### src/hw/rtl/strmq_pkg.sv
// ----------------------------------------------------------------------------
// strmq_pkg
// Shared types and defaults for the sparse table range min/max engine.
// ----------------------------------------------------------------------------
package strmq_pkg;

  localparam int unsigned MaxLenDef     = 1024;
  localparam int unsigned ValueWidthDef = 32;

  typedef enum logic [1:0] {
    ACT_APPEND = 2'd0,
    ACT_BUILD  = 2'd1,
    ACT_QUERY  = 2'd2,
    ACT_CLEAR  = 2'd3
  } action_e;

  typedef enum logic [1:0] {
    ST_OK        = 2'd0,
    ST_BAD_RANGE = 2'd1,
    ST_NOT_BUILT = 2'd2,
    ST_FULL      = 2'd3
  } status_e;

  // register index of the mode register
  localparam logic [1:0] RegModeSel = 2'd0;

  typedef struct packed {
    logic max_sel;
    logic mode_wr;
  } cfg_t;

endpackage

### src/hw/rtl/strmq_seq.sv
// ----------------------------------------------------------------------------
// strmq_seq
// Request sequencer: appends, table build sweep, two-read queries, clear.
// ----------------------------------------------------------------------------
module strmq_seq import strmq_pkg::*; #(
  parameter int unsigned MaxLen     = MaxLenDef,
  parameter int unsigned ValueWidth = ValueWidthDef,
  parameter int unsigned IdxW       = $clog2(MaxLen),
  parameter int unsigned Levels     = IdxW + 1,
  parameter int unsigned LvlW       = $clog2(Levels),
  parameter int unsigned AddrW      = LvlW + IdxW
) (
  input  logic                         clk_i,
  input  logic                         rst_ni,
  input  logic                         start_i,
  input  logic [1:0]                   action_i,
  input  logic signed [ValueWidth-1:0] value_i,
  input  logic [IdxW-1:0]              from_index_i,
  input  logic [IdxW-1:0]              to_index_i,
  output logic                         busy_o,
  output logic                         done_o,
  output logic signed [ValueWidth-1:0] result_value_o,
  output logic [1:0]                   status_o,
  input  cfg_t                         cfg_i,
  output logic                         ram_we_o,
  output logic [AddrW-1:0]             ram_waddr_o,
  output logic [ValueWidth-1:0]        ram_wdata_o,
  output logic                         ram_re_o,
  output logic [AddrW-1:0]             ram_raddr_o,
  input  logic [ValueWidth-1:0]        ram_rdata_i
);

  localparam int unsigned CntW = IdxW + 1;

  typedef enum logic [7:0] {
    S_IDLE = 8'b0000_0001,
    S_BLVL = 8'b0000_0010,
    S_BRDA = 8'b0000_0100,
    S_BRDB = 8'b0000_1000,
    S_BWR  = 8'b0001_0000,
    S_QRDA = 8'b0010_0000,
    S_QRDB = 8'b0100_0000,
    S_QCMP = 8'b1000_0000
  } state_e;

  state_e state_q, state_d;
  logic [CntW-1:0] count_q, count_d;
  logic built_q, built_d;
  logic [LvlW:0] lvl_q, lvl_d;
  logic [IdxW-1:0] idx_q, idx_d;
  logic [IdxW-1:0] from_q, from_d;
  logic [IdxW-1:0] second_q, second_d;
  logic signed [ValueWidth-1:0] a_q, a_d;
  logic done_q, done_d;
  logic signed [ValueWidth-1:0] res_q, res_d;
  logic [1:0] stat_q, stat_d;

  logic accept;
  logic [LvlW-1:0] lvl_lo, lvl_below;
  logic [CntW:0] span, half, next_end;
  logic [IdxW-1:0] idx_b;
  logic [CntW-1:0] qlen, qspan, qsecond;
  logic [LvlW-1:0] qk;
  logic signed [ValueWidth-1:0] picked;

  function automatic logic signed [ValueWidth-1:0] pick(
    input logic                         max_mode,
    input logic signed [ValueWidth-1:0] a,
    input logic signed [ValueWidth-1:0] b
  );
    logic a_wins;
    a_wins = max_mode ? (a > b) : (a < b);
    return a_wins ? a : b;
  endfunction

  assign accept    = start_i & ~busy_o;
  assign lvl_lo    = lvl_q[LvlW-1:0];
  assign lvl_below = lvl_lo - LvlW'(1);
  assign span      = (CntW+1)'(1) << lvl_q;
  assign half      = span >> 1;
  assign idx_b     = idx_q + half[IdxW-1:0];
  assign next_end  = (CntW+1)'(idx_q) + (CntW+1)'(1) + span;
  assign picked    = pick(cfg_i.max_sel, a_q, $signed(ram_rdata_i));

  // level of a query: highest set bit of the range length
  assign qlen = CntW'(to_index_i) - CntW'(from_index_i) + CntW'(1);
  always_comb begin
    qk = '0;
    for (int j = 0; j < CntW; j++) begin
      if (qlen[j]) begin
        qk = LvlW'(j);
      end
    end
  end
  assign qspan   = CntW'(1) << qk;
  assign qsecond = CntW'(to_index_i) + CntW'(1) - qspan;

  always_comb begin
    state_d     = state_q;
    count_d     = count_q;
    built_d     = built_q;
    lvl_d       = lvl_q;
    idx_d       = idx_q;
    from_d      = from_q;
    second_d    = second_q;
    a_d         = a_q;
    done_d      = 1'b0;
    res_d       = res_q;
    stat_d      = stat_q;
    ram_we_o    = 1'b0;
    ram_waddr_o = {lvl_lo, idx_q};
    ram_wdata_o = picked;
    ram_re_o    = 1'b0;
    ram_raddr_o = {lvl_below, idx_q};

    if (cfg_i.mode_wr) begin
      built_d = 1'b0;
    end

    case (state_q)
      S_IDLE: begin
        if (accept) begin
          res_d = '0;
          case (action_e'(action_i))
            ACT_APPEND: begin
              done_d = 1'b1;
              if (count_q == CntW'(MaxLen)) begin
                stat_d = ST_FULL;
              end else begin
                stat_d      = ST_OK;
                ram_we_o    = 1'b1;
                ram_waddr_o = {LvlW'(0), count_q[IdxW-1:0]};
                ram_wdata_o = value_i;
                count_d     = count_q + CntW'(1);
                built_d     = 1'b0;
              end
            end
            ACT_BUILD: begin
              lvl_d   = (LvlW+1)'(1);
              state_d = S_BLVL;
            end
            ACT_QUERY: begin
              done_d = 1'b1;
              if (!built_q) begin
                stat_d = ST_NOT_BUILT;
              end else if (from_index_i > to_index_i
                           || CntW'(to_index_i) >= count_q) begin
                stat_d = ST_BAD_RANGE;
              end else begin
                done_d   = 1'b0;
                lvl_d    = (LvlW+1)'(qk);
                from_d   = from_index_i;
                second_d = qsecond[IdxW-1:0];
                state_d  = S_QRDA;
              end
            end
            ACT_CLEAR: begin
              done_d  = 1'b1;
              stat_d  = ST_OK;
              count_d = '0;
              built_d = 1'b0;
            end
            default: ;
          endcase
        end
      end
      S_BLVL: begin
        if (lvl_q < (LvlW+1)'(Levels) && span <= (CntW+1)'(count_q)) begin
          idx_d   = '0;
          state_d = S_BRDA;
        end else begin
          built_d = 1'b1;
          done_d  = 1'b1;
          stat_d  = ST_OK;
          state_d = S_IDLE;
        end
      end
      S_BRDA: begin
        ram_re_o = 1'b1;
        state_d  = S_BRDB;
      end
      S_BRDB: begin
        ram_re_o    = 1'b1;
        ram_raddr_o = {lvl_below, idx_b};
        a_d         = $signed(ram_rdata_i);
        state_d     = S_BWR;
      end
      S_BWR: begin
        ram_we_o = 1'b1;
        if (next_end <= (CntW+1)'(count_q)) begin
          idx_d   = idx_q + IdxW'(1);
          state_d = S_BRDA;
        end else begin
          lvl_d   = lvl_q + (LvlW+1)'(1);
          state_d = S_BLVL;
        end
      end
      S_QRDA: begin
        ram_re_o    = 1'b1;
        ram_raddr_o = {lvl_lo, from_q};
        state_d     = S_QRDB;
      end
      S_QRDB: begin
        ram_re_o    = 1'b1;
        ram_raddr_o = {lvl_lo, second_q};
        a_d         = $signed(ram_rdata_i);
        state_d     = S_QCMP;
      end
      S_QCMP: begin
        done_d  = 1'b1;
        stat_d  = ST_OK;
        res_d   = picked;
        state_d = S_IDLE;
      end
      default: state_d = S_IDLE;
    endcase
  end

  always_ff @(posedge clk_i or negedge rst_ni) begin
    if (!rst_ni) begin
      state_q <= S_IDLE;
      count_q <= '0;
      built_q <= 1'b0;
      done_q  <= 1'b0;
    end else begin
      state_q <= state_d;
      count_q <= count_d;
      built_q <= built_d;
      done_q  <= done_d;
    end
  end

  always_ff @(posedge clk_i) begin
    lvl_q    <= lvl_d;
    idx_q    <= idx_d;
    from_q   <= from_d;
    second_q <= second_d;
    a_q      <= a_d;
    res_q    <= res_d;
    stat_q   <= stat_d;
  end

  assign busy_o         = (state_q != S_IDLE);
  assign done_o         = done_q;
  assign result_value_o = res_q;
  assign status_o       = stat_q;

endmodule

### config.mk
export PLATFORM = sky130hd
export DESIGN_NAME = strmq_seq
export DESIGN_NICKNAME = d
export VERILOG_FILES = /design/src/hw/rtl/strmq_pkg.sv /design/src/hw/rtl/strmq_seq.sv
export SDC_FILE = /design/constraint.sdc
export NUM_CORES = 1
export LEC_CHECK = 0
export BUFFER_PORTS_ARGS = -buffer_cell sky130_fd_sc_hd__buf_2
export CAP_MARGIN = 15
export CORE_MARGIN = 10
export CORE_UTILIZATION = 30
export CTS_CLUSTER_DIAMETER = 100
export DETAILED_ROUTE_END_ITERATION = 16
export GPL_ROUTABILITY_DRIVEN = 1
export PLACE_DENSITY_LB_ADDON = 0.25
export SLEW_MARGIN = 15
export SYNTH_ARGS = -nofsm -noshare
export SYNTH_HDL_FRONTEND = slang
export SYNTH_SLANG_ARGS = --single-unit
### constraint.sdc
create_clock -name clk_i -period 9.05 [get_ports clk_i]
set_input_delay 0 -clock clk_i [delete_from_list [all_inputs] [get_ports clk_i]]
set_output_delay 0 -clock clk_i [all_outputs]
set_load 0.005 [all_outputs]
# == Yosys cells after proc, flatten, opt, wreduce, memory -nomap -nowiden ==
# Index checks and enable logic that the tools add are counted.
# word_totals
regBits,122
input_bits,91
out_inout_bits,98
elab_cells,141
# classes
addsub,11
order_cmp,7
eq_ne,24
shifts,2
mux,65
bitwise_logic,3
n_reduce_logical,18
# op_table
operator,n
32-bit two-way mux,6
32-bit case mux with 2 select lines,1
14-bit two-way mux,4
8-bit case mux with 7 select lines,1
14-bit case mux with 3 select lines,1
4-bit two-way mux,9
32-bit greater-than comparator,1
32-bit < comparator,1
12-bit by 11-bit <= comparator with 1-bit output,2
8-bit two-way mux,3
"11-bit by 1-bit adder with 11-bit output, second input constant",2
11-bit case mux with 2 select lines,1
"10-bit by 1-bit adder with 10-bit output, second input constant",2
10-bit two-way mux,2
5-bit two-way mux,4
10-bit case mux with 2 select lines,1
5-bit case mux with 2 select lines,2
8-bit case mux with 2 select lines,1
1-bit two-way mux,14
11-bit by 12-bit adder with 12-bit output,1
"2-bit inequality test, second input constant",6
2-bit case mux with 3 select lines,2
"1-bit by 5-bit left shift with 12-bit output, first input constant",1
"10-bit by 1-bit adder with 11-bit output, second input constant",1
44 further kinds,61

# == Longest topological paths before layout ==
# logic_depth
ltp_word,17
depth_mapped,23

# == Worst setup path after synthesis ==
# OpenSTA, ideal clock, no wires.
# synth_timing
path_type,input-to-reg
startpoint,input to_index_i[1]
endpoint,register second_q[9] (data pin)
setup_ns,0.260
t_arrival_ns,4.426
path_slack_ns,4.364
cell_stages,23
path_buffers,0
path_cell_list,inv_1 -> ha_1 -> inv_1 -> ha_1 -> fa_1 -> a211oi_1 -> o21a_1 -> o21bai_1 -> a21o_1 -> xnor2_1 -> o21ai_0 -> and3_1 -> ha_1 -> inv_1 -> ha_1 -> fa_1 -> a21o_1 -> a21oi_1 -> nor2b_1 -> o21a_1 -> o41a_1 -> xnor2_1 -> xnor2_1
# synth_between
elab_chain_cells,14
elab_cells_between_ends,15
classes_between,add/sub (4); shift (1); mux (10)
# synth_lines
element,line_no,text
start: declaration,strmq_seq.sv:19,"input logic [IdxW-1:0] to_index_i,"
10-bit by 10-bit subtractor with 11-bit output,strmq_seq.sv:86,assign qlen = CntW'(to_index_i) - CntW'(from_index_i) + CntW'(1);
11-bit by 1-bit adder with 11-bit output,strmq_seq.sv:86,
1-bit two-way mux,strmq_seq.sv:90,if (qlen[j]) begin
4-bit two-way mux (9 in a row),strmq_seq.sv:90,
1-bit by 4-bit left shift with 10-bit output,strmq_seq.sv:95,assign qspan = CntW'(1) << qk;
10-bit subtractor *,strmq_seq.sv:96,assign qsecond = CntW'(to_index_i) + CntW'(1) - qspan;
via qsecond[9],strmq_seq.sv:62,"logic [CntW-1:0] qlen, qspan, qsecond;"
end signal: assignment,strmq_seq.sv:237,second_q <= second_d;
end: declaration,strmq_seq.sv:52,"logic [IdxW-1:0] second_q, second_d;"
# The timed path passes the listed nets; every way through them passes the cells marked *.
# A chain may end at the register's enable or synchronous reset.

# == Worst setup path in the final report ==
# layout_timing
startpoint,register lvl_q[0]
endpoint,"register idx_q[1], enable pin"
# layout_between
elab_chain_cells,5
elab_cells_between_ends,9
classes_between,add/sub (1); order compare (3); eq/ne (2); shift (1); reduce/logical (2)
# layout_lines
element,line_no,text
start: declaration,strmq_seq.sv:49,"logic [LvlW:0] lvl_q, lvl_d;"
start signal: assignment,strmq_seq.sv:234,lvl_q <= lvl_d;
1-bit by 5-bit left shift with 12-bit output,strmq_seq.sv:79,assign span = (CntW+1)'(1) << lvl_q;
11-bit by 12-bit adder with 12-bit output or 12-bit by 11-bit <= comparator with 1-bit output (tied branches),"strmq_seq.sv:82, strmq_seq.sv:168",
12-bit by 11-bit <= comparator with 1-bit output or 1-bit logical AND (tied branches),"strmq_seq.sv:190, strmq_seq.sv:168",
2-bit inequality test (no line),n/a,
3-bit AND reduction (no line) *,n/a,
end signal: assignment,strmq_seq.sv:235,idx_q <= idx_d;
end: declaration,strmq_seq.sv:50,"logic [IdxW-1:0] idx_q, idx_d;"
# Every way passes the cells marked *; elsewhere a longest branch is shown, timed or not.

==> summary.md <==
| Metric | Value |
|---|---|
| GRT Total Usage | `16.2%` |
| Gate Count Post-Synth | `1,085` |
| Max-slew violation count | `0` |
| Nature of the critical path endpoint | `flop` |
| DRC violations left | `0` |
| Max VDD drop | `0.129 mV` |
| Initial DRT Pass Iterations | `6` |
| Register area share after synthesis | `35.7%` |
| Worst EP required | `9.09 ns` |
| Die ar. | `40,900 sq um` |
| Most frequent cell after synthesis | `ha_1` |
| DR vias | `9,011` |
| Synth async-reset ratio | `17.2%` |
| Worst-path clk slew | `0.06 ns` |
| Post-CTS Resized | `0` |
| Cell area after synthesis | `9960 sq um` |
| DP Worst Slack | `3.70 ns` |
| Hold Crit Class | `in2async` |
| Syn_nets | `1,323` |
| Top-area cell type share of the netlist area | `30.4%` |
| WL/cell | `19.0 um` |
| Maximum number of pins on one net before global-route repair | `86` |
| # setup viols final | `0` |
| Crit path DAT | `5.43 ns` |
| Met2 GRT Util | `26.7%` |
| Fmax | `0.185 GHz` |
| Die height | `202 um` |
| ANT cells | `0` |
| Setup slack after layout | `3.66 ns` |
| Placer congestion estimate | `0.930` |
| Post-synth top area cell | `edfxtp_1` |
| TNS Setup | `0 ns` |
| Initial Utilization | `30.5%` |
| Initial antenna violation count | `2` |
| Grt peak-use layer | `met2` |
| CTS root buf | `clkbuf_16` |
| Worst rel slew slack | `33.0%` |
| Die width | `202 um` |
| Startpoint types | `flop` |
| Met1 usage | `20.7%` |
| Synth area leaders | `edfxtp_1, ha_1, dfrtp_1` |
| Layout area overhead | `24.7%` |
| Slew @ Worst Pin | `1.01 ns` |
| Lkg Pwr | `5.51 nW` |
| Share of cells above drive strength 1 | `18.6%` |
| # H-tree levels | `4` |
| # clock sinks | `122` |
| Max Cap Viol | `0` |
| # nets final | `1,543` |
| Number of global-route vias before repair | `8,926` |
| Core ar. | `32,600 sq um` |
| Top post-synthesis cells by count | `ha_1, edfxtp_1, nor2_1` |
| FP Rows | `66` |
| Initial DRC Count | `538` |
| Number of filler cells placed in the layout | `3,330` |
| Post-route ant nets | `0` |
| Outcome | `complete, no violations` |
| GR Util met3 | `4.13%` |
| Wirelength, routed | `33,400 um` |
| Register bit total from synthesis | `122` |
| I/O pins | `189` |
| Synth Area per Inst | `9.18 sq um` |
| CTS Buffer Depth | `2` |
| Vias per inst | `5.12` |
| Number of port buffers | `188` |
| Yosys Warn Count | `0` |
| Grt ovf | `0` |
| First-pass GRT wire length | `52,200 um` |
| Final hold vios | `0` |
| Ys flop type | `edfxtp_1` |
| Final Cycle Share | `59.6%` |
| Number of flops mapped to enable cells by yosys | `101` |
| Minimum clock period | `5.39 ns` |
| Total Power | `1.74 mW` |
| CTS tree | `built` |
| Crit Path Category | `reg2reg` |
| CTS Buf Count | `17` |
| RSZ-0062 raised after global routing | `false` |
| Clock skew | `0.0150 ns` |
| Post-synthesis cell type count | `71` |
| PD cells | `140 nW/um^2` |
| Post-DP HPWL | `26,000 um` |
| Crit Path Max Fanout | `10` |
| Latest clock arrival within the worst-skew pair | `0.43 ns` |
## path summary, 6_finish.rpt
path	cells after the start	slack, ns	to	startpoint
worst min register to register	2	0.59	count_q[8]	count_q[8]
worst max-delay path	18	3.66	idx_q[1]	lvl_q[0]
worst min-delay path	2	0.07	count_q[7]	rst_ni
worst max register to register	18	3.66	idx_q[1]	lvl_q[0]
min in group clk_i	3	0.08	done_o	action_i[0]
max in group asynchronous	2	8.61	state_q[0]	rst_ni
## what timing repair did
action | 4_1_cts | 5_1_grt
endpoints found under the setup margin | 0 | 0
hold buffers | 45 | 0
setup buffers | 0 | 0
endpoints found under the hold margin | 92 | 0
## cells in the final DEF (no fill, tap or decap), types with 8 or more instances in the layout
cell	netlist	final
dfrtp_1	20	20
nand2_1	53	53
o21a_1	11	11
a21o_1	14	14
nand4_1	18	18
xor2_1	20	20
a31oi_1	38	38
nor2_1	101	100
buf_2	6	188
nor3_1	25	25
and3_1	8	8
buf_4	0	8
xnor2_1	34	34
o21ai_0	72	72
ha_1	143	143
inv_1	92	92
dlygate4sd3_1	0	45
nor2b_1	12	12
clkbuf_16	0	17
o211ai_1	11	11
a21oi_1	74	74
nand3_1	61	60
a211oi_1	10	10
edfxtp_1	101	101
## sequential cells by signal, summed over array words and instances, names as in the netlist
signal	count
idx_q	10
state_q	8
second_q	10
from_q	10
lvl_q	5
status_o	2
built_q	1
a_q	32
count_q	11
done_o	1
result_value_o	32
## through the flow
| stage | hold slack [ns] | utilization [%] | cells | area [sq um] |
|---|---|---|---|---|
| 4_1_cts | 0.0460 | 38.0 | 1758 | 12400 |
| 2_1_floorplan | -0.296 | - | 1085 | 9960 |
| 6_report | 0.0713 | 38.1 | 1759 | 12400 |
| 3_3_place_gp | -0.00219 | 34.8 | 1682 | 11400 |
| 3_5_place_dp | -0.00102 | 34.8 | 1682 | 11400 |
| 5_1_grt | 0.106 | 38.1 | 1759 | 12400 |
## routing by layer
metal	part of all wire [%]	vias to the layer above	wire, um
met2	47	241	15800
met4	1.2	4	395
li1	-	4454	-
met3	6.0	28	2020
met5	0.066	-	22
met1	45	4284	15100
## cell type report
type,count,area [sq um],share of cell area [%]
multi-input cells,830,5890,47.5
flip-flops and latches,122,3560,28.7
repair buffers,242,1470,11.8
inverters,92,345,2.78
clock inverters,14,174,1.40
clock buffers,17,425,3.43
well taps,442,553,4.45
## where the power goes
part / switching (mW) / total [mW] / internal, mW
combinational: 0.232 / 0.403 / 0.171
clock: 0.271 / 0.703 / 0.432
sequential: 0.00974 / 0.636 / 0.627
## cells by family after synthesis
| kind of cell | count (synthesis) | share of synthesized area [%] |
|---|---|---|
| fa+ha+maj | 147 | 18.8 |
| mux | 2 | 0.201 |
| flops | 122 | 35.7 |
| xor+xnor | 54 | 4.75 |
| compound gates | 293 | 18.6 |
| simple gates | 334 | 16.7 |
| buf+inv | 133 | 5.25 |
## critical path, stage by stage, from the launching register on
cell      delay (ns)
edfxtp_1        0.45
inv_1           0.24
ha_1            0.21
nand2b_1        0.11
nor3_1          0.48
ha_1            0.38
nor2b_1         0.15
o21ai_0         0.16
nand2b_1        0.10
a21o_1          0.18
a21oi_1         0.25
o21a_1          0.21
o211ai_1        0.11
ha_1            0.30
a221oi_1        0.36
a31oi_1         0.12
o21ai_0         0.18
a31oi_1         0.19
a21oi_1         0.82
Power figures use the tool's default switching activity.
